==> config.mk <==
export PLATFORM = sky130hd
export DESIGN_NAME = rco_cfg_regs
export DESIGN_NICKNAME = d
export VERILOG_FILES = /design/src/hw/rtl/rco_pkg.sv /design/src/hw/rtl/rco_cfg_regs.sv
export SDC_FILE = /design/constraint.sdc
export NUM_CORES = 1
export LEC_CHECK = 0
export ABC_AREA = 1
export BUFFER_PORTS_ARGS = -buffer_cell sky130_fd_sc_hd__clkbuf_2
export CORE_ASPECT_RATIO = 0.75
export CORE_MARGIN = 5
export CORE_UTILIZATION = 49
export CTS_CLUSTER_DIAMETER = 120
export DETAILED_ROUTE_END_ITERATION = 10
export PLACE_DENSITY = 0.83
export SLEW_MARGIN = 0
export SYNTH_ARGS = -nofsm -noshare
export SYNTH_HDL_FRONTEND = slang
export SYNTH_SLANG_ARGS = --single-unit
==> constraint.sdc <==
create_clock -name clk -period 1.79 [get_ports clk]
set_input_delay 0.0895 -clock clk [delete_from_list [all_inputs] [get_ports clk]]
set_output_delay 0.0895 -clock clk [all_outputs]
set_load 0.03 [all_outputs]
==> src/hw/rtl/rco_pkg.sv <==
// Shared types and constants for the ring clock overlay pixel core.
`default_nettype none

package rco_pkg;

  localparam int unsigned PIPE_DEPTH = 13;

  localparam logic [2:0] REG_SEG_FIRST = 3'd0;
  localparam logic [2:0] REG_SEG_LAST  = 3'd1;
  localparam logic [2:0] REG_TWELVE    = 3'd2;
  localparam logic [2:0] REG_FLAGS     = 3'd3;
  localparam logic [2:0] REG_CD_TARGET = 3'd4;
  localparam logic [2:0] REG_CD_COLOR  = 3'd5;

  localparam int unsigned FLAG_TRAIL     = 0;
  localparam int unsigned FLAG_MARKS     = 1;
  localparam int unsigned FLAG_ADD       = 2;
  localparam int unsigned FLAG_COUNTDOWN = 3;

  localparam logic [31:0] COL_RED   = 32'h00FF_0000;
  localparam logic [31:0] COL_GREEN = 32'h0000_FF00;
  localparam logic [31:0] COL_BLUE  = 32'h0000_00FF;
  localparam logic [31:0] COL_MARK  = 32'h0000_FFAA;

  localparam logic [28:0] UNIT_DECADE = 29'd315576000;
  localparam logic [28:0] UNIT_YEAR   = 29'd31557600;
  localparam logic [28:0] UNIT_MONTH  = 29'd2592000;
  localparam logic [28:0] UNIT_WEEK   = 29'd604800;
  localparam logic [28:0] UNIT_DAY    = 29'd86400;
  localparam logic [28:0] UNIT_HOUR   = 29'd3600;
  localparam logic [28:0] UNIT_MINUTE = 29'd60;

  // ceil(2^k / d) reciprocals: exact floor division for x < 2^(k - ceil(log2 d))
  localparam logic [14:0] RECIP_60  = 15'd17477;   // k = 20, x < 2^14
  localparam logic [18:0] RECIP_720 = 19'd372828;  // k = 28, x < 2^18
  localparam logic [12:0] RECIP_12  = 13'd5462;    // k = 16, x < 2^12

  typedef struct packed {
    logic [7:0]  seg_first;
    logic [7:0]  seg_last;
    logic [7:0]  twelve;
    logic [3:0]  flags;
    logic [31:0] cd_target;
    logic [31:0] cd_color;
    logic [8:0]  seg_size;
  } cfg_t;

endpackage

`default_nettype wire

==> src/hw/rtl/rco_cfg_regs.sv <==
// Configuration register file with its write channel.
`default_nettype none

module rco_cfg_regs (
  input  logic          clk,
  input  logic          rst,
  input  logic          cfg_valid,
  output logic          cfg_ready,
  input  logic [2:0]    cfg_index,
  input  logic [31:0]   cfg_data,
  output rco_pkg::cfg_t cfg
);
  import rco_pkg::*;

  logic [7:0]  seg_first;
  logic [7:0]  seg_last;
  logic [7:0]  twelve;
  logic [3:0]  flags;
  logic [31:0] cd_target;
  logic [31:0] cd_color;

  assign cfg_ready = 1'b1;

  always_ff @(posedge clk) begin
    if (rst) begin
      seg_first <= 8'd0;
      seg_last  <= 8'd59;
      twelve    <= 8'd0;
      flags     <= 4'd0;
      cd_target <= 32'd0;
      cd_color  <= 32'd0;
    end else if (cfg_valid) begin
      unique case (cfg_index)
        REG_SEG_FIRST: seg_first <= cfg_data[7:0];
        REG_SEG_LAST:  seg_last  <= cfg_data[7:0];
        REG_TWELVE:    twelve    <= cfg_data[7:0];
        REG_FLAGS:     flags     <= cfg_data[3:0];
        REG_CD_TARGET: cd_target <= cfg_data;
        REG_CD_COLOR:  cd_color  <= cfg_data;
        default: ;
      endcase
    end
  end

  always_comb begin
    cfg.seg_first = seg_first;
    cfg.seg_last  = seg_last;
    cfg.twelve    = twelve;
    cfg.flags     = flags;
    cfg.cd_target = cd_target;
    cfg.cd_color  = cd_color;
    cfg.seg_size  = {1'b0, seg_last} - {1'b0, seg_first} + 9'd1;
  end

endmodule

`default_nettype wire

-- After elaboration in Yosys (flattened, before gate mapping)
Index checks and enable logic that the tools add are counted.
- bitwise gates (word level): 0
- divide/modulo/power cells: 0
- shifts and indexed selects: 0
- eq/ne operators: 5
- $mul: 0
- $add $sub $neg: 2
- order comparisons: 0
- multiplexer cells: 0
- reductions and logical operators: 7
- operators with widths (cell ; count):
    $reduce_and 2->1 ; 6
    $add 9x1->9 const B ; 1
    $sub 8x8->9 ; 1
    $eq 3x2->1 const B ; 2
    $eq 3x3->1 const B ; 2
    $eq 3x1->1 const B ; 1
    $logic_not 3->1 ; 1
- ROM bits: 0
- memory bits (writable): 0
- latch bits: 0
- output and inout port bits: 102
- memories kept: 0
- register bits: 92
- logic and storage cells: 20

-- Depth between registers and ports, before layout
Gate-level depths: netlist (run 1).
- depth in word-level cells: 2
- depth in mapped cells: 11
- depth with buffers taken out: 11

-- Worst setup path before layout (run 1)
OpenSTA, ideal clock, no wires.
- path kind: flip-flop to output port
- start: register seg_last[1]
- end: output port cfg[5] (netlist bit)
- setup slack: -476 ps
- cell stages (with the launch flop): 10
- required time: 1701 ps
- path buffers: 0
- arrival time: 2177 ps
- cells stage by stage: dfxtp_1 -> inv_1 -> ha_1 -> inv_1 -> ha_1 -> inv_1 -> fa_1 -> inv_1 -> a21oi_1 -> xnor2_1
- RTL lines (what ; RTL line ; text):
    start, declared ; rco_cfg_regs.sv:16 ; logic [7:0] seg_last;
    start signal, assigned ; rco_cfg_regs.sv:35 ; REG_SEG_LAST: seg_last <= cfg_data[7:0];
    end, declared ; rco_cfg_regs.sv:11 ; output rco_pkg::cfg_t cfg

==> results.cfg, run 1 <==
[outcome]
status = complete, but fails checks
violations = negative setup slack

[route]
avgViaCountPerCell = 5.04
postRouteAntennaNets = 0
wirelength_mm = 11.8
vias = 3819
route.detailed.drc = 0
firstDrtPassIters = 5
post_drt_wl_per_cell_microns = 15.6
drt_iter0_markers = 250

[placement]
place.gp.congestion = 0.889
hpwl_mm = 7.68
port-buffer-count = 138

[global_route]
grt_pass1_vias = 3739
grt_overflow_total = 0
grt_max_degree = 49
grt_pass1_wl_mm = 17.9
track_usage_pct = 23.0
antenna_found_initial = 0

[pwr]
power_frac_comb_pct = 22.9
powerDensity_mw_per_mm2 = 847
swShare_pct = 30.7
p_int_w = 0.00318
power_switching_w = 0.00141
power_w = 0.00459
p_seq_share_pct = 47.0
ir_drop_v = 0.000429
leakagePower_nw = 2.49
clkPwrFrac_pct = 30.0

[timing]
setup_viol = 7
worst_slack_ns = -0.395
fin_crit_ns = 2.19
rsz0062_at_grt = yes
finalMaxSlewViolations = 0
hold_viol = 0
hold-worst-slack_ns = 0.00648
fmax_mhz = 458
skew_ns = 0
worst_slew_margin_rel_pct = 64.0
tightest_slew_ns = 0.540
fin_crit_sh_pct = 122

[clocking]
tritoncts = yes
cts.htree.levels = 3
clk_latency_ns = 0.35
cts-root-buf = clkbuf_8
cts_buffers = 9
clockBufferDepth = 2
clock_sinks = 92
cts.clk_slew.worst_paths_ns = 0.10

[setup_path]
endpoint_kind = output port
critPathMaxFanout = 2
critPathKind = reg2out
slowest_stage = dfxtp_4
slowest_delay_ns = 0.37
cp_cell_sequence = inv_4, ha_4, inv_4, ha_4, inv_2, fa_2, inv_2, nand3_2, nand3_2, nand2_2, nand2_2, buf_8
cp-start-kind = register
critical-path-top-delay-family = adder cells
worstPathRequired_ns = 1.70
crit_arrival_ns = 2.10
path_buf_inv = 5

[floorplanning]
coreArea_sq_mm = 0.00778
dieArea_sq_mm = 0.00979
ios = 140
die_h_microns = 87.0
start_util_pct = 49.8
die_w_microns = 113
rows = 28

[logic_synthesis]
synthArstFlopShare_pct = 0
ys.flop_type = dfxtp_1
synth_edf_count = 0
avgSynthCellArea_sq_um = 7.98
netlist_instances = 485
syn_area_sq_mm = 0.00387
ys_seq_area_share_pct = 47.6
ys_ff_latch = 92
synthDistinctLibCells = 29
syn-num-nets = 539
ys_warn_count = 0

[final_layout]
syn_to_final_growth_pct = 40.1
nNetsFinal = 701
drive_gt1_share_pct = 42.6
diodes = 0

[flow_run]
maxCapViolCount = 0

[worst_hold_path]
hold_path_class = in2reg
[layer usage]
layer | GRT usage [%] | vias to the layer above | routed length (microns)
li1 | - | 1876 | -
met1 | 27.2 | 1735 | 4780
met2 | 40.4 | 167 | 5810
met3 | 5.14 | 41 | 779
met4 | 10.5 | 0 | 435
met5 | 0 | - | 0
[power by group through the flow]
stage | sequential, W | clock [W] | combinational, W
2_1_floorplan | 0.00234 | 0 | 0.000430
3_3_place_gp | 0.00220 | 0 | 0.000796
3_5_place_dp | 0.00220 | 0 | 0.000819
4_1_cts | 0.00216 | 0.00142 | 0.000973
5_1_grt | 0.00217 | 0.00148 | 0.00112
6_report | 0.00216 | 0.00138 | 0.00105
[repair_timing]
item / in CTS / in global routing
hold buffers: 22 / 0
gates resized for setup: 46 / 19
setup buffers: 2 / 2
pin swaps: 15 / 14
endpoints found under the setup margin: 7 / 7
endpoints found under the hold margin: 36 / 0
[area by class of cell]
type / count / area, sq um
timing repair buffer: 176 / 1100
tap: 105 / 131
clock inverter: 5 / 60.1
inverter: 34 / 139
multi-input combinational: 334 / 1990
fill: 646 / 2360
clock buffer: 11 / 131
sequential: 92 / 1870
[flip-flops by register name, summed over array words and instances (netlist names)]
register / count
cd_color: 32
cd_target: 32
flags: 4
seg_first: 8
seg_last: 8
twelve: 8
[logic make-up after synthesis]
logic type                 after synthesis  synth area share (%)
and+or+nand+nor                        215                  25.3
AOI/OAI and AO/OA                       99                  12.9
DFF                                     92                  47.6
buffers and inverters                   59                  8.05
adders and majority gates               16                  5.37
xor gates and xnor gates                 3                 0.679
other                                    1                0.0969
[stage by stage]
stage | area (sq um) | setup TNS [ns] | cells | util, % | worst slack, ns
final | 5420 | -2.00 | 757 | 69.7 | -0.395
after detailed placement | 4680 | -0.285 | 715 | 60.2 | -0.0947
after global placement | 4680 | -0.0243 | 715 | 60.2 | -0.0133
after CTS | 5350 | -1.72 | 755 | 68.8 | -0.367
after floorplan | 3950 | -0.0442 | 485 | - | -0.0442
after global routing | 5420 | -2.49 | 757 | 69.7 | -0.472
[cells in the final DEF, fill, tap and decap left out, types with 14 or more instances in the layout]
cell type / netlist / layout
buf_4: 3 / 15
dlygate4sd3_1: 0 / 22
clkbuf_2: 0 / 131
nor2_1: 123 / 122
dfxtp_1: 92 / 76
nand2_1: 36 / 26
o21ai_1: 73 / 73
inv_1: 26 / 15
inv_2: 6 / 14
nor2_2: 30 / 30
[cells in the mapped netlist, types with 3 or more instances]
library cell | n | area share (%)
nand3_1 | 10 | 1.3
buf_2 | 6 | 0.78
nor2_4 | 3 | 0.87
o21ai_1 | 73 | 9.4
nand4_1 | 5 | 0.81
ha_1 | 15 | 4.8
nand2_2 | 3 | 0.49
buf_4 | 3 | 0.58
o21ai_0 | 10 | 1.3
xnor2_1 | 3 | 0.68
inv_2 | 6 | 0.58
a21oi_1 | 15 | 1.9
dfxtp_1 | 92 | 48
buf_6 | 9 | 2.6
nand2_1 | 36 | 3.5
nor2_2 | 30 | 4.8
inv_1 | 26 | 2.5
nor2_1 | 123 | 12
clkbuf_1 | 7 | 0.68
[worst paths after layout]
check | startpoint | end | cells after the start | slack [ns]
worst min-delay path | cfg_data[14] | cd_color[14] | 3 | 0.006
worst min register to register | flags[2] | flags[2] | 2 | 0.47
worst max-delay path | seg_last[1] | cfg[7] | 12 | -0.40
worst max register to register | seg_first[3] | seg_first[3] | 5 | 0.85
[worst min-delay path, delay by kind of cell]
| family | cells | cell delay, ns |
|---|---|---|
| simple gates | 2 | 0.13 |
| buf+inv | 1 | 0.10 |
Note: power is estimated with default switching activity, not from simulation.
==> inputs of run 2 (changes only) <==
--- a/config.mk
+++ b/config.mk
@@ -5,11 +5,10 @@
 export SDC_FILE = /design/constraint.sdc
 export NUM_CORES = 1
 export LEC_CHECK = 0
-export ABC_AREA = 1
 export BUFFER_PORTS_ARGS = -buffer_cell sky130_fd_sc_hd__clkbuf_2
 export CORE_ASPECT_RATIO = 0.75
 export CORE_MARGIN = 5
-export CORE_UTILIZATION = 49
+export CORE_UTILIZATION = 48
 export CTS_CLUSTER_DIAMETER = 120
 export DETAILED_ROUTE_END_ITERATION = 10
 export PLACE_DENSITY = 0.83
==> run 2 against run 1 <==
Net effect:
- the run still ends with negative setup slack left
- combinational power decreased by 27%
- area after synthesis fell by 5.7%
- count of clock-buffer cells in the layout down 2
- clock skew is the same
- non-clock buffer count grew 22
- hold slack improved by 0.019 ns
- utilization rose by 3.4 points
- critical endpoint unchanged
- largest cell class is now registers
- highest routed layer unchanged
==> results.cfg, run 2 <==
[outcome]
status = complete, but fails checks
violations = negative setup slack

[route]
post_drt_wl_per_cell_microns = 15.2
wirelength_mm = 11.3
route.detailed.drc = 0
postRouteAntennaNets = 0
vias = 3755
firstDrtPassIters = 5
avgViaCountPerCell = 5.03
drt_iter0_markers = 191

[timing]
tightest_slew_ns = 0.595
fin_crit_sh_pct = 138
fin_crit_ns = 2.47
worst_slew_margin_rel_pct = 60.1
hold_viol = 0
skew_ns = 0
rsz0062_at_grt = yes
fmax_mhz = 405
finalMaxSlewViolations = 0
worst_slack_ns = -0.680
setup_viol = 7

[floorplanning]
die_h_microns = 85.5
rows = 27
start_util_pct = 49.6
coreArea_sq_mm = 0.00736
ios = 140
dieArea_sq_mm = 0.00947
die_w_microns = 111

[logic_synthesis]
synthDistinctLibCells = 27
syn-num-nets = 508
ys.flop_type = dfxtp_1
syn_area_sq_mm = 0.00365
netlist_instances = 454
synth.most_common_cell = nand2_1
synthArstFlopShare_pct = 0
ys_warn_count = 0
avgSynthCellArea_sq_um = 8.04
synth_top_area_share_pct = 50.5
ys_top_cells_by_area = dfxtp_1 (50%), nand2_1 (17%), a21oi_1 (11%)
ys_ff_latch = 92
ys_top_cells_by_count = nand2_1 (165), dfxtp_1 (92), a21oi_1 (79)
synth_edf_count = 0
ys_seq_area_share_pct = 50.5
synth_top_area_cell = dfxtp_1

[final_layout]
syn_to_final_growth_pct = 47.4
nNetsFinal = 694
top_regs = cd_color (32), cd_target (32)
diodes = 0
postLayoutCellArea_sq_mm = 0.00538
layout_common_cells = nand2_1 (165), clkbuf_2 (130), dfxtp_1 (81), a21oi_1 (77), buf_4 (35)
layout_commonest_cell = nand2_1
final_core_util_pct = 73.1
final_cells = 746
drive_gt1_share_pct = 36.4
fillers = 587

[pwr]
ir_drop_v = 0.000554
clkPwrFrac_pct = 32.3
leakagePower_nw = 2.33
power_frac_comb_pct = 18.1
p_seq_share_pct = 49.6
power_switching_w = 0.00119
powerDensity_mw_per_mm2 = 790
p_int_w = 0.00306
swShare_pct = 28.1

[worst_hold_path]
hold_path_class = in2reg

[placement]
place_inst = 704
port-buffer-count = 138
place.gp.congestion = 0.754
hpwl_mm = 7.88
place_area_sq_mm = 0.00484

[setup_path]
path_buf_inv = 4
worstPathRequired_ns = 1.70
endpoint_kind = output port
slowest_stage = or4_4
critPathKind = reg2out
cp-start-kind = register
cp_cell_sequence = inv_4, ha_4, inv_2, ha_4, inv_2, fa_2, nor2b_2, o21ai_2, a21boi_2, or4_4, nand3_4, buf_8
crit_arrival_ns = 2.38
critPathMaxFanout = 3
slowest_delay_ns = 0.44
critical-path-top-delay-family = adder cells

[clocking]
clk_latency_ns = 0.34
tritoncts = yes
cts.htree.levels = 3
clock_sinks = 92
cts_buffers = 9
cts-root-buf = clkbuf_8
cts.clk_slew.worst_paths_ns = 0.09
clockBufferDepth = 2

[global_route]
grt_max_degree = 38
grt_pass1_wl_mm = 18.7
grt_pass1_vias = 3909
antenna_found_initial = 0
track_usage_pct = 24.3
grt_overflow_total = 0

[flow_run]
maxCapViolCount = 0
## run 2: cell types whose count changed after synthesis, moves of 6 or more
cell     delta
o21ai_1    -73
buf_6       -9
inv_1      -11
o21ai_0     -8
nor2_2     -28
mux2i_1    +12
a21oi_1    +64
inv_2       -6
nor2_1    -104
nand2_1   +129
## run 2: final timing paths
path	startpoint	end	slack, ns	cells past startpoint
worst max register to register	seg_last[1]	seg_last[1]	0.96	3
worst min register to register	cd_color[31]	cd_color[31]	0.46	2
worst min-delay path	cfg_data[7]	cd_color[7]	0.03	3
worst max-delay path	seg_last[1]	cfg[7]	-0.68	12
## run 2: what timing repair did
item,in CTS,in global routing
setup buffers,1,1
hold endpoints to repair,46,0
resized for setup,17,6
endpoints found under the setup margin,7,7
hold buffers,24,0
pin swaps,4,1
## run 2: tightest hold or removal path, stage by stage
cell      delay [ns]
clkbuf_2        0.13
nand2_1         0.07
a21oi_1         0.05
## run 2: final cells by class
class	instances	area, sq um	share of cell area, %
clock buffers	9	124	2.30
multi-input cells	324	1850	34.4
inverters	15	58.8	1.09
well taps	101	126	2.35
repair buffers	198	1280	23.7
flip-flops and latches	92	1870	34.8
clock inverters	7	72.6	1.35
## run 2: cells by family after synthesis
| family | after synthesis | share of synthesized area [%] |
|---|---|---|
| DFF | 92 | 50.5 |
| muxes | 12 | 3.29 |
| adders and majority gates | 16 | 5.69 |
| buffers and inverters | 38 | 4.35 |
| and+or+nand+nor | 206 | 23.1 |
| xor gates and xnor gates | 4 | 0.960 |
| AOI/OAI and AO/OA | 85 | 12.1 |
| other | 1 | 0.103 |
## run 2: routing by layer
layer	GRT usage, %	wire, microns	up-vias
met4	9.96	360	0
met3	7.62	981	33
met1	27.6	4410	1719
met5	0	0	-
li1	-	-	1838
met2	42.8	5580	165
## run 2: stage by stage
| step | power (W) | worst slack (ns) | setup TNS, ns | hold WS (ns) |
|---|---|---|---|---|
| after floorplan | 0.00258 | -0.266 | -0.643 | 0.207 |
| after global placement | 0.00280 | -0.365 | -1.10 | 0.328 |
| after detailed placement | 0.00282 | -0.419 | -1.29 | 0.334 |
| after CTS | 0.00426 | -0.717 | -3.33 | 0.0144 |
| after global routing | 0.00443 | -0.798 | -3.97 | 0.0227 |
| final | 0.00425 | -0.680 | -3.22 | 0.0258 |
## run 2: power groups by stage
stage          Combinational [W]  Sequential (W)  Clock [W]
2_1_floorplan           0.000334         0.00225          0
3_3_place_gp            0.000643         0.00216          0
3_5_place_dp            0.000661         0.00216          0
4_1_cts                 0.000753         0.00211    0.00140
5_1_grt                 0.000826         0.00212    0.00149
6_report                0.000769         0.00211    0.00137
