--- src/hw/rtl/rco_pkg.sv ---
// Shared types and constants for the ring clock overlay pixel core.
`default_nettype none

package rco_pkg;

  localparam int unsigned PIPE_DEPTH = 13;

  localparam logic [2:0] REG_SEG_FIRST = 3'd0;
  localparam logic [2:0] REG_SEG_LAST  = 3'd1;
  localparam logic [2:0] REG_TWELVE    = 3'd2;
  localparam logic [2:0] REG_FLAGS     = 3'd3;
  localparam logic [2:0] REG_CD_TARGET = 3'd4;
  localparam logic [2:0] REG_CD_COLOR  = 3'd5;

  localparam int unsigned FLAG_TRAIL     = 0;
  localparam int unsigned FLAG_MARKS     = 1;
  localparam int unsigned FLAG_ADD       = 2;
  localparam int unsigned FLAG_COUNTDOWN = 3;

  localparam logic [31:0] COL_RED   = 32'h00FF_0000;
  localparam logic [31:0] COL_GREEN = 32'h0000_FF00;
  localparam logic [31:0] COL_BLUE  = 32'h0000_00FF;
  localparam logic [31:0] COL_MARK  = 32'h0000_FFAA;

  localparam logic [28:0] UNIT_DECADE = 29'd315576000;
  localparam logic [28:0] UNIT_YEAR   = 29'd31557600;
  localparam logic [28:0] UNIT_MONTH  = 29'd2592000;
  localparam logic [28:0] UNIT_WEEK   = 29'd604800;
  localparam logic [28:0] UNIT_DAY    = 29'd86400;
  localparam logic [28:0] UNIT_HOUR   = 29'd3600;
  localparam logic [28:0] UNIT_MINUTE = 29'd60;

  // ceil(2^k / d) reciprocals: exact floor division for x < 2^(k - ceil(log2 d))
  localparam logic [14:0] RECIP_60  = 15'd17477;   // k = 20, x < 2^14
  localparam logic [18:0] RECIP_720 = 19'd372828;  // k = 28, x < 2^18
  localparam logic [12:0] RECIP_12  = 13'd5462;    // k = 16, x < 2^12

  typedef struct packed {
    logic [7:0]  seg_first;
    logic [7:0]  seg_last;
    logic [7:0]  twelve;
    logic [3:0]  flags;
    logic [31:0] cd_target;
    logic [31:0] cd_color;
    logic [8:0]  seg_size;
  } cfg_t;

endpackage

`default_nettype wire

--- src/hw/rtl/rco_countdown_path.sv ---
// Countdown pipeline: unit select, elapsed product, restoring divider, arc hit.
`default_nettype none

module rco_countdown_path (
  input  logic          clk,
  input  logic          en,
  input  rco_pkg::cfg_t cfg,
  input  logic [7:0]    pixel_index,
  input  logic [31:0]   epoch_now,
  output logic          hit
);
  import rco_pkg::*;

  localparam int unsigned DIV_STEPS = 8;

  typedef struct packed {
    logic [36:0] rem;
    logic [7:0]  quo;
    logic [28:0] unit;
    logic        live;
    logic [7:0]  pix;
  } div_t;

  // stage 1: time remaining
  logic        s1_live;
  logic [31:0] s1_diff;
  logic [7:0]  s1_pix;

  always_ff @(posedge clk) begin
    if (en) begin
      s1_live <= epoch_now < cfg.cd_target;
      s1_diff <= cfg.cd_target - epoch_now;
      s1_pix  <= pixel_index;
    end
  end

  // stage 2: unit select
  logic [28:0] unit;
  logic        s2_live;
  logic [31:0] s2_diff;
  logic [28:0] s2_unit;
  logic [7:0]  s2_pix;

  always_comb begin
    if (s1_diff > 32'(UNIT_YEAR)) begin
      unit = UNIT_DECADE;
    end else if (s1_diff > 32'(UNIT_MONTH)) begin
      unit = UNIT_YEAR;
    end else if (s1_diff > 32'(UNIT_WEEK)) begin
      unit = UNIT_MONTH;
    end else if (s1_diff > 32'(UNIT_DAY)) begin
      unit = UNIT_WEEK;
    end else if (s1_diff > 32'(UNIT_HOUR)) begin
      unit = UNIT_DAY;
    end else if (s1_diff > 32'(UNIT_MINUTE)) begin
      unit = UNIT_HOUR;
    end else begin
      unit = UNIT_MINUTE;
    end
  end

  always_ff @(posedge clk) begin
    if (en) begin
      s2_live <= s1_live;
      s2_diff <= s1_diff;
      s2_unit <= unit;
      s2_pix  <= s1_pix;
    end
  end

  // stage 3: elapsed part of the unit, clamped at zero
  logic [32:0] elapsed;
  logic        s3_live;
  logic [28:0] s3_e;
  logic [28:0] s3_unit;
  logic [7:0]  s3_pix;

  assign elapsed = 33'(s2_unit) - 33'(s2_diff);

  always_ff @(posedge clk) begin
    if (en) begin
      s3_live <= s2_live;
      s3_e    <= elapsed[32] ? 29'd0 : elapsed[28:0];
      s3_unit <= s2_unit;
      s3_pix  <= s2_pix;
    end
  end

  // stage 4: scale by segment size
  div_t dv [DIV_STEPS+1];

  always_ff @(posedge clk) begin
    if (en) begin
      dv[0].rem  <= 37'(s3_e) * 37'(cfg.seg_size);
      dv[0].quo  <= '0;
      dv[0].unit <= s3_unit;
      dv[0].live <= s3_live;
      dv[0].pix  <= s3_pix;
    end
  end

  // stages 5 to 12: one quotient bit per stage, most significant first
  for (genvar k = 0; k < DIV_STEPS; k++) begin : g_div
    localparam int unsigned BIT = DIV_STEPS - 1 - k;
    logic [36:0] dvsr;
    div_t        nxt;

    always_comb begin
      dvsr = 37'(dv[k].unit) << BIT;
      nxt  = dv[k];
      if (dv[k].rem >= dvsr) begin
        nxt.rem      = dv[k].rem - dvsr;
        nxt.quo[BIT] = 1'b1;
      end
    end

    always_ff @(posedge clk) begin
      if (en) begin
        dv[k+1] <= nxt;
      end
    end
  end

  // stage 13: inclusive wrapped arc from twelve
  logic [9:0] pix10;
  logic [9:0] c12;
  logic [9:0] first10;
  logic [9:0] last10;
  logic [9:0] arc_end;
  logic [9:0] end2;
  logic       arc_hit;
  logic       s13_hit;

  always_comb begin
    pix10   = 10'(dv[DIV_STEPS].pix);
    c12     = 10'(cfg.twelve);
    first10 = 10'(cfg.seg_first);
    last10  = 10'(cfg.seg_last);
    arc_end = c12 + 10'(dv[DIV_STEPS].quo);
    end2    = first10 + 10'(dv[DIV_STEPS].quo) + c12 - last10 - 10'd1;
    if (arc_end > last10) begin
      arc_hit = (pix10 >= c12 && pix10 <= last10) || (pix10 >= first10 && pix10 <= end2);
    end else begin
      arc_hit = pix10 >= c12 && pix10 <= arc_end;
    end
  end

  always_ff @(posedge clk) begin
    if (en) begin
      s13_hit <= dv[DIV_STEPS].live && arc_hit;
    end
  end

  assign hit = s13_hit;

endmodule

`default_nettype wire

--- config.mk ---
export PLATFORM = sky130hd
export DESIGN_NAME = rco_countdown_path
export DESIGN_NICKNAME = d
export VERILOG_FILES = /design/src/hw/rtl/rco_pkg.sv /design/src/hw/rtl/rco_countdown_path.sv
export SDC_FILE = /design/constraint.sdc
export NUM_CORES = 2
export LEC_CHECK = 0
export BUFFER_PORTS_ARGS = -buffer_cell sky130_fd_sc_hd__buf_4
export CORE_UTILIZATION = 35
export DETAILED_ROUTE_END_ITERATION = 6
export GPL_TIMING_DRIVEN = 0
export HOLD_SLACK_MARGIN = 0.06
export MAX_ROUTING_LAYER = met4
export SYNTH_ARGS = -nofsm -noshare
export SYNTH_HDL_FRONTEND = slang
export SYNTH_SLANG_ARGS = --single-unit
--- constraint.sdc ---
create_clock -name clk -period 6.6 [get_ports clk]
set_clock_uncertainty 0.05 [all_clocks]
set_input_delay 0.33 -clock clk [delete_from_list [all_inputs] [get_ports clk]]
set_output_delay 0.33 -clock clk [all_outputs]
set_load 0.005 [all_outputs]
Word level (Yosys, flattened, before mapping)

Memory sizes are Yosys's and may differ from the RTL's.
Index checks and enable logic that the tools add are counted.

Register bits: 179
RAM bits: 747
Word-level logic and storage cells: 84
Memories kept: 1

Memory list:

| memory | depth | bits a word | rd ports | clocked after memory_dff | write ports | RTL line                 | text |
|---|---|---|---|---|---|---|---|
| dv     | 9     | 83          | 9        | 0                        | 9           | rco_countdown_path.sv:90 | `div_t dv [DIV_STEPS+1];` |

Add/subtract/negate cells: 15
Multiply operators: 1
Order comparisons: 21
Multiplexer cells: 23
Reductions and logical operators: 8

Operators with widths:

| kind                                                  | count |
|---|---|
| two-way mux 37 bit                                    | 7 |
| two-way mux 38 bit                                    | 1 |
| >= comparator 37 x 29 -> 1 bit                        | 1 |
| >= comparator 37 x 30 -> 1 bit                        | 1 |
| >= comparator 37 x 31 -> 1 bit                        | 1 |
| >= comparator 37 x 32 -> 1 bit                        | 1 |
| >= comparator 37 x 33 -> 1 bit                        | 1 |
| >= comparator 37 x 34 -> 1 bit                        | 1 |
| >= comparator 37 x 35 -> 1 bit                        | 1 |
| >= comparator 37 x 36 -> 1 bit                        | 1 |
| multiplier 29 x 9 -> 37 bit                           | 1 |
| subtractor 37 x 29 -> 37 bit                          | 1 |
| subtractor 37 x 30 -> 37 bit                          | 1 |
| subtractor 37 x 31 -> 37 bit                          | 1 |
| subtractor 37 x 32 -> 37 bit                          | 1 |
| subtractor 37 x 33 -> 37 bit                          | 1 |
| subtractor 37 x 34 -> 37 bit                          | 1 |
| subtractor 37 x 35 -> 37 bit                          | 1 |
| subtractor 37 x 36 -> 37 bit                          | 1 |
| subtractor 29 x 32 -> 33 bit                          | 1 |
| > comparator 32 x 12 -> 1 bit (second input constant) | 1 |
| > comparator 32 x 17 -> 1 bit (second input constant) | 1 |
| > comparator 32 x 20 -> 1 bit (second input constant) | 1 |
| > comparator 32 x 22 -> 1 bit (second input constant) | 1 |
| other kinds (24)                                      | 38 |

Longest topological paths before layout

An unclocked memory read counts as a cell.

Depth in word-level cells: 10
Gate-level depth with buffers: 21
Gate-level depth less buffers: 20

Worst setup path after synthesis

Ideal clock, no wire load.

Path type: in2reg
From: input cfg[8] (netlist name)
To: memory dv[0][82] (netlist name), data pin
Library setup time: 0.260 ns
Arrival time: 5.198 ns
Data required time: 6.290 ns
Path slack: 1.092 ns
Stages: 20
Cell sequence: clkbuf_1 clkbuf_1 and2_1 fa_1 fa_1 fa_1 inv_1 fa_1 inv_1 ha_1 nand3_1 nor4_1 o311ai_1 and3_1 a2111oi_2 nor2_1 o311ai_1 a31oi_1 o21bai_1 xnor2_1

RTL lines:

| item            | RTL line                 | text |
|---|---|---|
| start, declared | rco_countdown_path.sv:7  | `input rco_pkg::cfg_t cfg,` |
| end, declared   | rco_countdown_path.sv:90 |  |

==> impl_metrics.tcl <==
set metrics [dict create \
    rr_worst_depth 19 \
    r2r-start "s3_e[14]" \
    core_area_um2 133600 \
    initial_core_util_pct 35.34 \
    synthTopCellsByArea "sky130_fd_sc_hd__edfxtp_1, sky130_fd_sc_hd__ha_1, sky130_fd_sc_hd__fa_1, sky130_fd_sc_hd__inv_1, sky130_fd_sc_hd__nand2_1" \
    grt_first_pass_wirelength_um 165500 \
    synth_enable_flop_cells 714 \
    hold_path_class "in -> reg" \
    floorplan.rows 134 \
    die_height_um 369.3 \
    tightestPinTransition_ns 0.9803 \
    grtUsageTotal_pct 15.59 \
    nNetsFinal 5252 \
    clockRootBuffer "sky130_fd_sc_hd__clkbuf_16" \
    grt_setup_unrepaired "false" \
    maxClockFrequency_mhz 160.9 \
    yosysTopAreaCell "sky130_fd_sc_hd__edfxtp_1" \
    clk_latency_ns 0.68 \
    antennaDiodeCount 0 \
    setup_viol 0 \
    first_global_vias 31720 \
    internal_power_w 0.01353 \
    path_clk_slew_ns 0.06 \
    r2r_slack_ns 0.38 \
    synth.lib_cells_used.distinct 99 \
    timing.rr.end "dv[0][82]" \
    synthesized_area_fraction_occupied_by_xor_and_xnor_cells_pct 4.933 \
    worst_ep_arrival_time_ns 6.54 \
    power.switching_w 0.007836 \
    syn_avg_cell_area_um2 10.92 \
    grt_overflow 0 \
    cts_buffer_depth 3 \
    power_leakage_nw 22.37 \
    yosys.area_share.adder_pct 18.87 \
    critical_path.startpoint_type "flip-flop" \
    clock_tree.htree_level_count 3 \
    min_path_cells 3 \
    synth.mux.area_fraction_pct 0.5802 \
    synthFlopType "sky130_fd_sc_hd__edfxtp_1" \
    netSwitchingFraction_pct 36.68 \
    mappedNetlistNets 5050 \
    post-cts-setup-buffers 0 \
    hold_violations 0 \
    detail_route.vias_per_cell 4.886 \
    yosysWarningCount 0 \
    share_of_the_synthesized_area_in_compound_gates_ao_oa_aoi_oai_pct 13.04 \
    avgRoutedWirePerCell_um 16.09 \
    worst-setup-path-type "reg -> reg" \
    area_growth_syn_to_layout_pct 12.79 \
    grt_antenna_before_repair 0 \
    mappedNetlistArea_um2 47230 \
    vdd.ir_drop.worst_uv 198.1 \
    post-route-period-util_pct 94.17 \
    design.portCount 144 \
    violations "DRC" \
    timing.hold.worst_endpoint "s1_diff[31]" \
    chipWidth_um 369.3 \
    slew_limit_fails 0 \
    period_needed_ns 6.215 \
    cts_tree "yes" \
    synth_top_family_by_area "adder cells" \
    run_status "complete, but fails checks" \
    tritoncts_num_sinks 714 \
    detailroute.via_count 31060 \
    count_of_input_and_output_buffers 99 \
    worst_hold_startpoint "cfg[72]" \
    cap_violations 0 \
    power_frac_comb_pct 43.9 \
    first_iter_violations 1707 \
    place.detailed.hpwl_um 79830 \
    syn-instance-count 4323 \
    grt_max_degree 136 \
    worst-path-max-fanout 9 \
    fin_tns_setup_ns 0 \
    fin_total_pwr_w 0.02136 \
    drt-pass1-iter-count 7 \
    seq_area_frac_synth_pct 45.40 \
    synth_top_cell_area_share_pct 45.40 \
    cp.required_ns 6.92 \
    pwr-share-seq_pct 34.4 \
    share_of_synthesized_registers_carrying_an_async_set_or_reset_pct 0 \
    cp_endpoint_kind "flip-flop" \
    timing.slew.headroom_pct 34.05 \
    power.share.clock_pct 21.7 \
    detail_route.wirelength_um 102300 \
    remaining_drc_errors 4 \
    power.density_cell_area_nw_per_um2 401.1 \
    numCtsBuffers 82 \
    final.fill_count 12800 \
    ant_nets 0 \
    die_area_um2 136400 \
    synth-seq-cells 714 \
    synthSimpleGateAreaFrac_pct 11.88 \
    globalplace.congestion 0.9405 \
    layout-drive-gt1-share_pct 6.908 \
]
-- registers in the layout (all words and copies together), names as in the netlist --
name,count
s1_diff,32
s2_diff,32
s3_live,1
s2_live,1
s2_pix,8
dv,557
s3_e,29
hit,1
s3_pix,8
s1_live,1
s3_unit,18
s1_pix,8
s2_unit,18
-- power groups by stage --
| stage | Clock [W] | Combinational (W) | Sequential (W) |
|---|---|---|---|
| detailed placement | 0 | 0.00930 | 0.00743 |
| floorplan | 0 | 0.00734 | 0.00713 |
| global route | 0.00494 | 0.0106 | 0.00746 |
| CTS | 0.00479 | 0.00937 | 0.00734 |
| global placement | 0 | 0.00920 | 0.00747 |
| finish | 0.00464 | 0.00938 | 0.00734 |
-- final cells by class --
cell class,instances,area (um^2),area share [%]
sequential,714,21440,40.25
tap,1768,2212,4.153
clock inverter,49,645.6,1.212
timing repair buffer,118,1046,1.964
buffer,85,364.1,0.6835
inverter,569,2136,4.010
clock buffer,99,2116,3.972
multi-input combinational,2955,23310,43.75
-- synth_stat cells, types with 8 or more instances --
cell type and n:
sky130_fd_sc_hd__edfxtp_1 714, sky130_fd_sc_hd__inv_1 567, sky130_fd_sc_hd__nand2_1 390, sky130_fd_sc_hd__ha_1 370
sky130_fd_sc_hd__a21oi_1 245, sky130_fd_sc_hd__o21ai_0 218, sky130_fd_sc_hd__fa_1 214, sky130_fd_sc_hd__nor2_1 204
sky130_fd_sc_hd__a21o_1 157, sky130_fd_sc_hd__and2_1 156, sky130_fd_sc_hd__xnor2_1 153, sky130_fd_sc_hd__xor2_1 113
sky130_fd_sc_hd__nor3_1 71, sky130_fd_sc_hd__clkbuf_1 56, sky130_fd_sc_hd__nand3_1 48, sky130_fd_sc_hd__nand2b_1 44
sky130_fd_sc_hd__o21a_1 44, sky130_fd_sc_hd__nor2b_1 43, sky130_fd_sc_hd__nand4_1 38, sky130_fd_sc_hd__a211oi_1 34
sky130_fd_sc_hd__o21bai_1 32, sky130_fd_sc_hd__o31ai_1 30, sky130_fd_sc_hd__a31oi_1 29, sky130_fd_sc_hd__or3_1 27
sky130_fd_sc_hd__and3_1 24, sky130_fd_sc_hd__nor4_1 22, sky130_fd_sc_hd__buf_2 19, sky130_fd_sc_hd__mux2_2 18
sky130_fd_sc_hd__or2_2 14, sky130_fd_sc_hd__a211o_1 12, sky130_fd_sc_hd__o211ai_1 10, sky130_fd_sc_hd__o21ai_1 10
sky130_fd_sc_hd__nand4b_1 9, sky130_fd_sc_hd__o2111ai_1 9, sky130_fd_sc_hd__a311oi_1 8, sky130_fd_sc_hd__or4_1 8
-- critical path, cell delays in order, from the launching register on --
cell and delay, ns:
sky130_fd_sc_hd__edfxtp_1 0.71, sky130_fd_sc_hd__nand2_1 0.16, sky130_fd_sc_hd__fa_1 0.56, sky130_fd_sc_hd__inv_1 0.06
sky130_fd_sc_hd__fa_1 0.47, sky130_fd_sc_hd__fa_1 0.49, sky130_fd_sc_hd__inv_1 0.05, sky130_fd_sc_hd__fa_1 0.54
sky130_fd_sc_hd__inv_1 0.05, sky130_fd_sc_hd__ha_1 0.39, sky130_fd_sc_hd__inv_1 0.11, sky130_fd_sc_hd__nor4_1 0.40
sky130_fd_sc_hd__o311ai_1 0.24, sky130_fd_sc_hd__and3_1 0.25, sky130_fd_sc_hd__a2111oi_4 0.44, sky130_fd_sc_hd__nor2_1 0.15
sky130_fd_sc_hd__o311ai_2 0.36, sky130_fd_sc_hd__a31oi_1 0.14, sky130_fd_sc_hd__o21bai_1 0.17, sky130_fd_sc_hd__xnor2_1 0.11
-- layout by cell type, fill, tap and decap left out, drive strengths merged, types with 72 or more instances in the layout --
cell | Yosys | routed
and2 | 156 | 156
o21ai | 230 | 230
clkbuf | 58 | 157
a21oi | 246 | 246
fa | 214 | 214
inv | 568 | 573
xnor2 | 153 | 153
buf | 27 | 132
edfxtp | 714 | 714
nand2 | 390 | 390
nor3 | 72 | 72
nor2 | 205 | 205
ha | 370 | 370
xor2 | 113 | 113
a21o | 157 | 157
-- metal layers --
metal / share of wire, % / up-vias / global-route usage, %
li1: - / 15670 / -
met1: 44 / 14620 / 18.70
met5: 0 / - / -
met2: 48 / 577 / 26.15
met4: 4.0 / 0 / 6.479
met3: 3.6 / 194 / 2.291
-- through the flow --
stage | cell area, um^2 | util (%) | worst slack [ns] | hold WS (ns) | std cells
after global routing | 53270 | 39.86 | 0.1137 | 0.1192 | 6357
final | 53270 | 39.86 | 0.3846 | 0.1196 | 6357
after CTS | 53250 | 39.85 | 0.2158 | 0.06472 | 6357
after floorplan | 47230 | - | 1.092 | 0.3503 | 4323
after detailed placement | 50350 | 37.68 | -0.3864 | 0.3545 | 6196
after global placement | 50180 | 37.55 | -0.9181 | 0.3510 | 6190
-- worst max-delay path by stage --
| stage | depth (start not counted) | endpoint | start |
|---|---|---|---|
| 3_5_place_dp | 20 | dv[0][82] | cfg[3] |
| 5_1_grt | 18 | dv[0][82] | s3_e[5] |
| 6_report | 19 | dv[0][82] | s3_e[14] |
| 3_3_place_gp | 1 | dv[3][131] | en |
| 2_1_floorplan | 20 | dv[0][82] | cfg[8] |
| 4_1_cts | 18 | dv[0][82] | s3_e[3] |
-- kinds of logic after synthesis --
kind of cell,count (synthesis)
fa+ha+maj,584
compound gates,943
xor+xnor,266
simple gates,1137
mux,25
buf+inv,654
flops,714
-- what timing repair did --
item	CTS	global route
hold buffers	13	0
resized for setup	0	2
hold endpoints to repair	13	0
endpoints found under the setup margin	0	1
No activity file was read; power rests on OpenSTA's default activity.
