--- src/hw/rtl/rco_pkg.sv ---
// Shared types and constants for the ring clock overlay pixel core.
`default_nettype none

package rco_pkg;

  localparam int unsigned PIPE_DEPTH = 13;

  localparam logic [2:0] REG_SEG_FIRST = 3'd0;
  localparam logic [2:0] REG_SEG_LAST  = 3'd1;
  localparam logic [2:0] REG_TWELVE    = 3'd2;
  localparam logic [2:0] REG_FLAGS     = 3'd3;
  localparam logic [2:0] REG_CD_TARGET = 3'd4;
  localparam logic [2:0] REG_CD_COLOR  = 3'd5;

  localparam int unsigned FLAG_TRAIL     = 0;
  localparam int unsigned FLAG_MARKS     = 1;
  localparam int unsigned FLAG_ADD       = 2;
  localparam int unsigned FLAG_COUNTDOWN = 3;

  localparam logic [31:0] COL_RED   = 32'h00FF_0000;
  localparam logic [31:0] COL_GREEN = 32'h0000_FF00;
  localparam logic [31:0] COL_BLUE  = 32'h0000_00FF;
  localparam logic [31:0] COL_MARK  = 32'h0000_FFAA;

  localparam logic [28:0] UNIT_DECADE = 29'd315576000;
  localparam logic [28:0] UNIT_YEAR   = 29'd31557600;
  localparam logic [28:0] UNIT_MONTH  = 29'd2592000;
  localparam logic [28:0] UNIT_WEEK   = 29'd604800;
  localparam logic [28:0] UNIT_DAY    = 29'd86400;
  localparam logic [28:0] UNIT_HOUR   = 29'd3600;
  localparam logic [28:0] UNIT_MINUTE = 29'd60;

  // ceil(2^k / d) reciprocals: exact floor division for x < 2^(k - ceil(log2 d))
  localparam logic [14:0] RECIP_60  = 15'd17477;   // k = 20, x < 2^14
  localparam logic [18:0] RECIP_720 = 19'd372828;  // k = 28, x < 2^18
  localparam logic [12:0] RECIP_12  = 13'd5462;    // k = 16, x < 2^12

  typedef struct packed {
    logic [7:0]  seg_first;
    logic [7:0]  seg_last;
    logic [7:0]  twelve;
    logic [3:0]  flags;
    logic [31:0] cd_target;
    logic [31:0] cd_color;
    logic [8:0]  seg_size;
  } cfg_t;

endpackage

`default_nettype wire

--- src/hw/rtl/rco_clock_path.sv ---
// Clock-face pipeline: hand and mark positions, layer hits and color compose.
`default_nettype none

module rco_clock_path (
  input  logic          clk,
  input  logic          en,
  input  rco_pkg::cfg_t cfg,
  input  logic [7:0]    pixel_index,
  input  logic [31:0]   old_color,
  input  logic [4:0]    hour_now,
  input  logic [5:0]    minute_now,
  input  logic [5:0]    second_now,
  output logic [31:0]   color,
  output logic          touched
);
  import rco_pkg::*;

  localparam int unsigned MARKS = 13;
  localparam int unsigned LINE  = PIPE_DEPTH - 5;

  typedef struct packed {
    logic [31:0] color;
    logic        touched;
  } px_t;

  function automatic logic [9:0] wrap_pos(input logic [9:0] p, input logic [7:0] last,
                                          input logic [8:0] size);
    return (p > {2'b00, last}) ? p - {1'b0, size} : p;
  endfunction

  function automatic logic [31:0] sat_add(input logic [31:0] a, input logic [31:0] b);
    logic [8:0]  s;
    logic [31:0] r;
    for (int k = 0; k < 4; k++) begin
      s = {1'b0, a[8*k +: 8]} + {1'b0, b[8*k +: 8]};
      r[8*k +: 8] = s[8] ? 8'hFF : s[7:0];
    end
    return r;
  endfunction

  // stage 1: hour term, products with the segment size
  logic [3:0]  hmod;
  logic [11:0] mark_y [MARKS];
  logic [7:0]  s1_pix;
  logic [31:0] s1_old;
  logic [9:0]  s1_t;
  logic [13:0] s1_xm;
  logic [13:0] s1_xs;
  logic [11:0] s1_y [MARKS];

  always_comb begin
    if (hour_now >= 5'd24) begin
      hmod = 4'(hour_now - 5'd24);
    end else if (hour_now >= 5'd12) begin
      hmod = 4'(hour_now - 5'd12);
    end else begin
      hmod = hour_now[3:0];
    end
    for (int i = 0; i < MARKS; i++) begin
      mark_y[i] = 12'(12'(cfg.seg_size) * 12'(i)) + 12'd6;
    end
  end

  always_ff @(posedge clk) begin
    if (en) begin
      s1_pix <= pixel_index;
      s1_old <= old_color;
      s1_t   <= 10'(10'(hmod) * 10'd60) + 10'(minute_now);
      s1_xm  <= 14'(15'(cfg.seg_size) * 15'(minute_now));
      s1_xs  <= 14'(15'(cfg.seg_size) * 15'(second_now));
      for (int i = 0; i < MARKS; i++) begin
        s1_y[i] <= mark_y[i];
      end
    end
  end

  // stage 2: divide by 60 and 12, hour product
  logic [28:0] prod_m;
  logic [28:0] prod_s;
  logic [24:0] prod_y [MARKS];
  logic [7:0]  s2_pix;
  logic [31:0] s2_old;
  logic [17:0] s2_xh;
  logic [8:0]  s2_qm;
  logic [8:0]  s2_qs;
  logic [8:0]  s2_qy [MARKS];

  always_comb begin
    prod_m = 29'(s1_xm) * 29'(RECIP_60);
    prod_s = 29'(s1_xs) * 29'(RECIP_60);
    for (int i = 0; i < MARKS; i++) begin
      prod_y[i] = 25'(s1_y[i]) * 25'(RECIP_12);
    end
  end

  always_ff @(posedge clk) begin
    if (en) begin
      s2_pix <= s1_pix;
      s2_old <= s1_old;
      s2_xh  <= 18'(19'(s1_t) * 19'(cfg.seg_size));
      s2_qm  <= prod_m[28:20];
      s2_qs  <= prod_s[28:20];
      for (int i = 0; i < MARKS; i++) begin
        s2_qy[i] <= prod_y[i][24:16];
      end
    end
  end

  // stage 3: divide hour product by 720, offset from twelve
  logic [36:0] prod_h;
  logic [7:0]  s3_pix;
  logic [31:0] s3_old;
  logic [8:0]  s3_qh;
  logic [9:0]  s3_pm;
  logic [9:0]  s3_ps;
  logic [9:0]  s3_py [MARKS];

  assign prod_h = 37'(s2_xh) * 37'(RECIP_720);

  always_ff @(posedge clk) begin
    if (en) begin
      s3_pix <= s2_pix;
      s3_old <= s2_old;
      s3_qh  <= prod_h[36:28];
      s3_pm  <= 10'(cfg.twelve) + 10'(s2_qm);
      s3_ps  <= 10'(cfg.twelve) + 10'(s2_qs);
      for (int i = 0; i < MARKS; i++) begin
        s3_py[i] <= 10'(cfg.twelve) + 10'(s2_qy[i]);
      end
    end
  end

  // stage 4: hour offset from twelve; wrap minute, second and marks
  logic [7:0]  s4_pix;
  logic [31:0] s4_old;
  logic [9:0]  s4_ph;
  logic [9:0]  s4_pm;
  logic [9:0]  s4_ps;
  logic [9:0]  s4_py [MARKS];

  always_ff @(posedge clk) begin
    if (en) begin
      s4_pix <= s3_pix;
      s4_old <= s3_old;
      s4_ph  <= 10'(cfg.twelve) + 10'(s3_qh);
      s4_pm  <= wrap_pos(s3_pm, cfg.seg_last, cfg.seg_size);
      s4_ps  <= wrap_pos(s3_ps, cfg.seg_last, cfg.seg_size);
      for (int i = 0; i < MARKS; i++) begin
        s4_py[i] <= wrap_pos(s3_py[i], cfg.seg_last, cfg.seg_size);
      end
    end
  end

  // stage 5: wrap hour, layer hits
  logic [9:0]  pix10;
  logic [9:0]  ph;
  logic [9:0]  c12;
  logic [9:0]  first10;
  logic [9:0]  last10;
  logic        trail_hit;
  logic        mark_hit;
  logic [31:0] s5_old;
  logic        s5_trail;
  logic        s5_mark;
  logic        s5_s;
  logic        s5_m;
  logic        s5_h;

  always_comb begin
    pix10   = 10'(s4_pix);
    c12     = 10'(cfg.twelve);
    first10 = 10'(cfg.seg_first);
    last10  = 10'(cfg.seg_last);
    ph      = wrap_pos(s4_ph, cfg.seg_last, cfg.seg_size);
    if (s4_ps < c12) begin
      trail_hit = (pix10 >= c12 && pix10 <= last10) || (pix10 >= first10 && pix10 <= s4_ps);
    end else begin
      trail_hit = pix10 >= c12 && pix10 <= s4_ps;
    end
    mark_hit = 1'b0;
    for (int i = 0; i < MARKS; i++) begin
      mark_hit = mark_hit | (s4_py[i] == pix10);
    end
  end

  always_ff @(posedge clk) begin
    if (en) begin
      s5_old   <= s4_old;
      s5_trail <= trail_hit;
      s5_mark  <= mark_hit;
      s5_s     <= s4_ps == pix10;
      s5_m     <= s4_pm == pix10;
      s5_h     <= ph == pix10;
    end
  end

  // stage 6: compose layers, then delay line to match the countdown path
  px_t comp;
  px_t line [LINE];

  always_comb begin
    comp.color   = s5_old;
    comp.touched = 1'b0;
    if (cfg.flags[FLAG_TRAIL] && s5_trail) begin
      comp.color   = COL_RED;
      comp.touched = 1'b1;
    end
    if (cfg.flags[FLAG_MARKS] && s5_mark) begin
      comp.color   = COL_MARK;
      comp.touched = 1'b1;
    end
    if (!cfg.flags[FLAG_TRAIL] && s5_s) begin
      comp.color   = cfg.flags[FLAG_ADD] ? sat_add(comp.color, COL_RED) : COL_RED;
      comp.touched = 1'b1;
    end
    if (s5_m) begin
      comp.color   = cfg.flags[FLAG_ADD] ? sat_add(comp.color, COL_GREEN) : COL_GREEN;
      comp.touched = 1'b1;
    end
    if (s5_h) begin
      comp.color   = cfg.flags[FLAG_ADD] ? sat_add(comp.color, COL_BLUE) : COL_BLUE;
      comp.touched = 1'b1;
    end
  end

  always_ff @(posedge clk) begin
    if (en) begin
      line[0] <= comp;
      for (int k = 1; k < LINE; k++) begin
        line[k] <= line[k-1];
      end
    end
  end

  assign color   = line[LINE-1].color;
  assign touched = line[LINE-1].touched;

endmodule

`default_nettype wire

--- config.mk ---
export PLATFORM = sky130hd
export DESIGN_NAME = rco_clock_path
export DESIGN_NICKNAME = d
export VERILOG_FILES = /design/src/hw/rtl/rco_pkg.sv /design/src/hw/rtl/rco_clock_path.sv
export SDC_FILE = /design/constraint.sdc
export NUM_CORES = 2
export LEC_CHECK = 0
export BUFFER_PORTS_ARGS = -buffer_cell sky130_fd_sc_hd__buf_4
export CORE_ASPECT_RATIO = 1.4
export CORE_MARGIN = 2
export CORE_UTILIZATION = 40
export DETAILED_ROUTE_END_ITERATION = 7
export GPL_ROUTABILITY_DRIVEN = 0
export PLACE_DENSITY = 0.66
export SYNTH_ARGS = -nofsm -noshare
export SYNTH_HDL_FRONTEND = slang
export SYNTH_SLANG_ARGS = --single-unit
--- constraint.sdc ---
create_clock -name clk -period 8.6 [get_ports clk]
set_input_delay 0 -clock clk [delete_from_list [all_inputs] [get_ports clk]]
set_output_delay 0 -clock clk [all_outputs]
set_load 0.005 [all_outputs]
=== Word level (Yosys, flattened, before mapping) ===
Memory sizes are Yosys's and may differ from the RTL's.
Cells that the tools add are included.

* Bits in registers: 330
* Bits in writable memories: 797
* Input bits: 160
* Output and inout bits: 33
* Logic and storage cells: 200
* Memories kept: 5

* $add $sub $neg: 50
* $mul: 28
* $lt $le $gt $ge: 23
* Equal/unequal tests: 16
* Muxes and demuxes: 32
* Bitwise logic cells: 12
* Reductions and logical operators: 8

{| class="wikitable"
|+ Memories
! memory !! words !! width !! read ports !! clocked after Yosys merged registers in !! wr ports !! line !! RTL
|-
| line || 8 || 33 || 8 || 0 || 8 || rco_clock_path.sv:199 || <nowiki>px_t line [LINE];</nowiki>
|-
| s1_y || 13 || 12 || 13 || 0 || 13 || rco_clock_path.sv:49 || <nowiki>logic [11:0] s1_y [MARKS];</nowiki>
|-
| s3_py || 13 || 10 || 13 || 0 || 13 || rco_clock_path.sv:116 || <nowiki>logic [9:0] s3_py [MARKS];</nowiki>
|-
| s4_py || 13 || 10 || 13 || 0 || 13 || rco_clock_path.sv:139 || <nowiki>logic [9:0] s4_py [MARKS];</nowiki>
|-
| s2_qy || 13 || 9 || 13 || 0 || 13 || rco_clock_path.sv:86 || <nowiki>logic [8:0] s2_qy [MARKS];</nowiki>
|}

{| class="wikitable"
|+ Operators by type and width
! operator !! count
|-
| $mul A12 B12 Y24 const B || 13
|-
| $mux W33 || 5
|-
| $add A8 B9 Y10 || 16
|-
| $eq A10 B8 Y1 || 16
|-
| $gt A10 B8 Y1 || 16
|-
| $mux W10 || 16
|-
| $sub A10 B9 Y10 || 16
|-
| $add A12 B3 Y12 const B || 8
|-
| $mux W32 || 3
|-
| $mul A14 B15 Y29 const B || 2
|-
| $mul A18 B17 Y35 const B || 1
|-
| $mul A9 B6 Y14 || 2
|-
| $add A8 B8 Y9 const B || 3
|-
| $add A11 B3 Y12 const B || 2
|-
| $mul A9 B3 Y12 const B || 2
|-
| $mul A9 B4 Y12 const B || 2
|-
| $mux W8 || 3
|-
| $mul A9 B2 Y11 const B || 2
|-
| $mul A10 B9 Y18 || 1
|-
| $ge A8 B8 Y1 || 2
|-
| $or A1 B1 Y1 || 12
|-
| $add A10 B3 Y11 const B || 1
|-
| $mul A9 B3 Y11 const B || 1
|-
| $add A10 B6 Y10 || 1
|-
| 14 further kinds || 23
|}

=== Depth between registers and ports, before layout ===
* Depth after elaboration: 15
* Mapped depth: 22
* Depth with buffers taken out: 21

=== Worst setup path after synthesis ===
Ideal clock, no wire load.

* Path kind: reg-to-reg
* From: reg s2_xh[8]
* To: reg s3_qh[8], data pin
* Library setup time: 0.259 ns
* Arrival time: 5.133 ns
* Required time: 8.341 ns
* Slack: 3.208 ns
* Stages on the path, launching flop included: 21
* Buffers on the path: 0
* Period minus slack after synthesis: 5.392 ns
* Cells stage by stage: edfxtp_1 > ha_1 > inv_1 > fa_1 > fa_1 > fa_1 > inv_1 > fa_1 > inv_1 > fa_1 > inv_1 > ha_1 > nand3_1 > nor3_1 > o31a_1 > o22ai_1 > a311oi_1 > a2111oi_2 > o21bai_1 > a21oi_1 > xnor2_1

* Cells in the longest elaborated chain, start to end: 1

{| class="wikitable"
|+ Ends and longest elaborated chain
! item !! line !! RTL
|-
| start, declared || rco_clock_path.sv:83 || <nowiki>logic [17:0] s2_xh;</nowiki>
|-
| start signal, assigned || rco_clock_path.sv:100 || <nowiki>s2_xh <= 18'(19'(s1_t) * 19'(cfg.seg_size));</nowiki>
|-
| $mul A18 B17 Y35 || rco_clock_path.sv:118 || <nowiki>assign prod_h = 37'(s2_xh) * 37'(RECIP_720);</nowiki>
|-
| via prod_h[36] || rco_clock_path.sv:110 || <nowiki>logic [36:0] prod_h;</nowiki>
|-
| end signal, assigned || rco_clock_path.sv:124 || <nowiki>s3_qh <= prod_h[36:28];</nowiki>
|-
| end, declared || rco_clock_path.sv:113 || <nowiki>logic [8:0] s3_qh;</nowiki>
|}

The timed path passes the listed nets, and every way through them passes these cells.
A chain may end at the register's enable or synchronous reset.

==> flow_metrics.py <==
metrics = {
    "sta": {
        "finalHoldViolations": 0,
        "timing.final.setup_violations": 0,
        "fmaxAchievable_mhz": 164,
        "timing.clock.skew_ns": 0.0662,
        "tightestPinTransition_ns": 1.17,
        "min_cycle_time_layout_ns": 6.11,
        "fin_crit_share_pct": 71.0,
        "max_slew_margin_pct": 22.2,
        "timing.final.max_slew_violations": 0,
        "unrepaired_setup_endpoints_after_global_routing": "no",
        "setup_tns_ns": 0,
    },
    "detailed_routing": {
        "drc_markers": 0,
        "routed_wl_mm": 215,
        "wire_per_inst_um": 18.2,
        "detail_route.vias_per_cell": 5.07,
        "vias": 60107,
        "drtAntennaViolNets": 0,
        "detail_route.iter0.violations": 2720,
        "drt-pass1-iter-count": 5,
    },
    "setup_path": {
        "reg2reg_slack_ns": 2.49,
        "crit_fanout": 8,
        "setup.worst_path.class": "reg -> reg",
        "timing.reg2reg.worst_path_depth": 19,
        "worstSetupEndpointType": "flop",
        "timing.critical_path.cells": "buf_4 > ha_1 > inv_1 > fa_1 > inv_1 > fa_1 > inv_1 > fa_1 > inv_1 > fa_1 > ha_1 > a2111oi_0 > nor2_1 > nand2_1 > o21ai_0 > o41ai_1 > o21ai_1 > o41ai_1 > xnor2_1",
        "crit_slowest_cell": "o41ai_1",
        "critical_path_required_ns": 9.09,
        "worst_path_arrival_ns": 6.59,
        "max_stage_delay_ns": 0.64,
        "worst_reg2reg_path_endpoint": "s2_qy[1][17]",
        "reg2reg_from": "s1_y[1][13]",
        "crit_path_leading_delay_family": "adder cells",
        "critPathLaunchType": "flop",
        "critical_path_buf_inv_count": 5,
    },
    "placed_design": {
        "dpl.hpwl_mm": 161,
        "count_of_input_and_output_buffers": 127,
    },
    "grt": {
        "gr-total-overflow": 0,
        "grt_start_max_net_pins": 177,
        "via_count_of_the_first_global_routing_pass": 65093,
        "initial_antenna_violation_count": 1,
        "grt_util_all_layers_pct": 17.8,
        "grt_pass1_wl_mm": 343,
    },
    "yosys": {
        "yosysWarningCount": 0,
        "commonest_cells_in_the_netlist": "ha_1, inv_1, edfxtp_1",
        "synth_nets": 11097,
        "post_synth_edffs": 1073,
        "synthMostInstantiatedCell": "ha_1",
        "postSynthCellCount": 8337,
        "netlist_area_um2": 95900,
        "yosys_register_bits": 1073,
        "synth_top_cells_by_area": "edfxtp_1, ha_1, fa_1, inv_1, xnor2_1",
        "syn-mean-instance-area_um2": 11.5,
        "sequential_share_of_the_synthesized_area_pct": 33.6,
        "synth.top_cell.area_share_pct": 33.6,
        "synth_top_cell_by_area": "edfxtp_1",
        "synth_cell_type_count": 80,
        "async_flop_share_pct": 0,
        "dominantRegCellSynth": "edfxtp_1",
    },
    "cts": {
        "cts_buffer_count": 114,
        "clock_tree_from_tritoncts": "built",
        "worst_setup_hold_path_clk_slew_ns": 0.06,
        "cts.repair.resized": 0,
        "max-clock-path-buffers": 3,
        "clock-sinks": 1073,
        "cts.root.buffer_cell": "clkbuf_16",
        "clock_latency_ns": 0.79,
        "postCtsSetupRepairBufs": 0,
        "htree_num_levels": 3,
    },
    "min_path": {
        "hold_class": "in -> reg",
        "min-delay-start": "second_now[4]",
        "worst_hold_path.num_cells": 5,
        "hold_path_end": "s1_xs[13]",
    },
    "die": {
        "design.die.area_um2": 244000,
        "die-height_um": 583,
        "core_um2": 238000,
        "ioPinCount": 193,
        "fp-row-count": 212,
        "starting_utilization_of_the_core_area_pct": 40.2,
        "chipWidth_um": 418,
    },
    "outcome": {
        "run_status": "complete, no violations",
    },
    "finish": {
        "drive_gt1_share_pct": 5.97,
        "fin_nets": 11406,
        "syn_to_final_growth_pct": 10.3,
    },
    "job": {
        "timing.max_cap.violations": 0,
    },
}
==> layer usage <==
| layer | up-vias | GRT usage (%) | part of all wire [%] |
|---|---|---|---|
| met4 | 0 | 6.78 | 4.1 |
| met3 | 393 | 1.94 | 3.6 |
| met1 | 29839 | 20.6 | 40 |
| met2 | 1045 | 33.5 | 52 |
| li1 | 28830 | - | - |
| met5 | - | 0 | 0 |
==> timing repair <==
action	CTS	global route
endpoints found under the setup margin	0	0
hold buffers	112	0
hold endpoints to repair	139	0
==> worst max path at each step <==
stage / from / end / slack [ns] / cells after the start
floorplan: s2_xh[8] / s3_qh[8] / 3.21 / 20
global placement: s1_y[1][13] / s2_qy[1][17] / 2.65 / 19
detailed placement: s1_y[1][13] / s2_qy[1][17] / 2.50 / 17
CTS: s1_y[1][13] / s2_qy[1][17] / 2.49 / 17
global route: s1_y[1][13] / s2_qy[1][17] / 2.15 / 19
finish: s1_y[1][13] / s2_qy[1][17] / 2.49 / 19
==> logic make-up (layout without fill, tap and decap cells) <==
family                   Yosys count  count (layout)  share of synthesized area [%]
flip-flops                      1073            1073                           33.6
AND/OR/NAND/NOR                 1126            1126                           5.88
AO/OA/AOI/OAI                   1036            1036                           6.92
XOR/XNOR                         556             556                           5.08
adder cells (fa/ha/maj)         2600            2600                           39.8
other                              0               1                              0
buffers and inverters           1809            2216                           7.21
multiplexers                     137             137                           1.56
==> worst reg2reg max path, stage by stage, from the launching register on <==
cell	delay, ns
edfxtp_1	0.58
buf_4	0.30
ha_1	0.39
inv_1	0.08
fa_1	0.50
inv_1	0.05
fa_1	0.50
inv_1	0.05
fa_1	0.48
inv_1	0.05
fa_1	0.38
ha_1	0.22
a2111oi_0	0.57
nor2_1	0.10
nand2_1	0.09
o21ai_0	0.11
o41ai_1	0.64
o21ai_1	0.26
o41ai_1	0.40
xnor2_1	0.11
==> cell type report <==
type	instances	area, µm²
timing repair buffer	290	2530
clock inverter	86	1030
sequential	1073	32200
multi-input combinational	5455	56800
antenna	1	2.50
fill	21500	133000
tap	3103	3880
clock buffer	128	2910
inverter	1712	6430
==> metrics by stage <==
| stage | instances | util [%] | instance area, µm² | hold slack, ns | setup WS (ns) |
|---|---|---|---|---|---|
| detailed placement | 11521 | 42.2 | 101000 | 0.179 | 2.50 |
| global placement | 11521 | 42.2 | 101000 | 0.178 | 2.65 |
| floorplan | 8337 | - | 95900 | 0.0989 | 3.21 |
| finish | 11848 | 44.4 | 106000 | 0.0427 | 2.49 |
| CTS | 11847 | 44.4 | 106000 | 0.00457 | 2.49 |
| global route | 11848 | 44.4 | 106000 | 0.0374 | 2.15 |
==> cell usage in the layout, fill, tap and decap left out, types with 26 or more instances in the layout <==
cell	Yosys	final
nor3_1	79	79
o21bai_1	92	92
nor2b_1	110	110
mux2_2	103	103
buf_4	32	172
and3_1	30	30
a21boi_0	48	48
nand2_1	241	241
nor4_1	30	29
nand4_1	61	61
a211oi_1	26	26
inv_1	1712	1708
clkbuf_16	0	114
nor2_1	293	293
dlygate4sd3_1	0	112
nand3_1	54	54
edfxtp_1	1073	1073
a21o_1	131	131
xnor2_1	366	366
nand2b_1	42	42
fa_1	745	745
o21a_1	116	116
o21ai_0	191	191
mux2i_1	34	34
and2_1	103	103
xor2_1	190	190
ha_1	1855	1855
a21oi_1	312	312
==> sequential cells by signal, summed over array words and instances (netlist names), 14 cells and up <==
signal	count
s1_xs	14
line	264
s1_xm	14
s1_old	32
s3_py	128
s1_y	113
s4_old	32
s4_py	130
s2_old	32
s2_qy	108
s3_old	32
s5_old	32
s2_xh	18
Power is left out: the tool's default activity adds up to more than one toggle a clock period on the data nets, which glitch-free logic cannot reach.
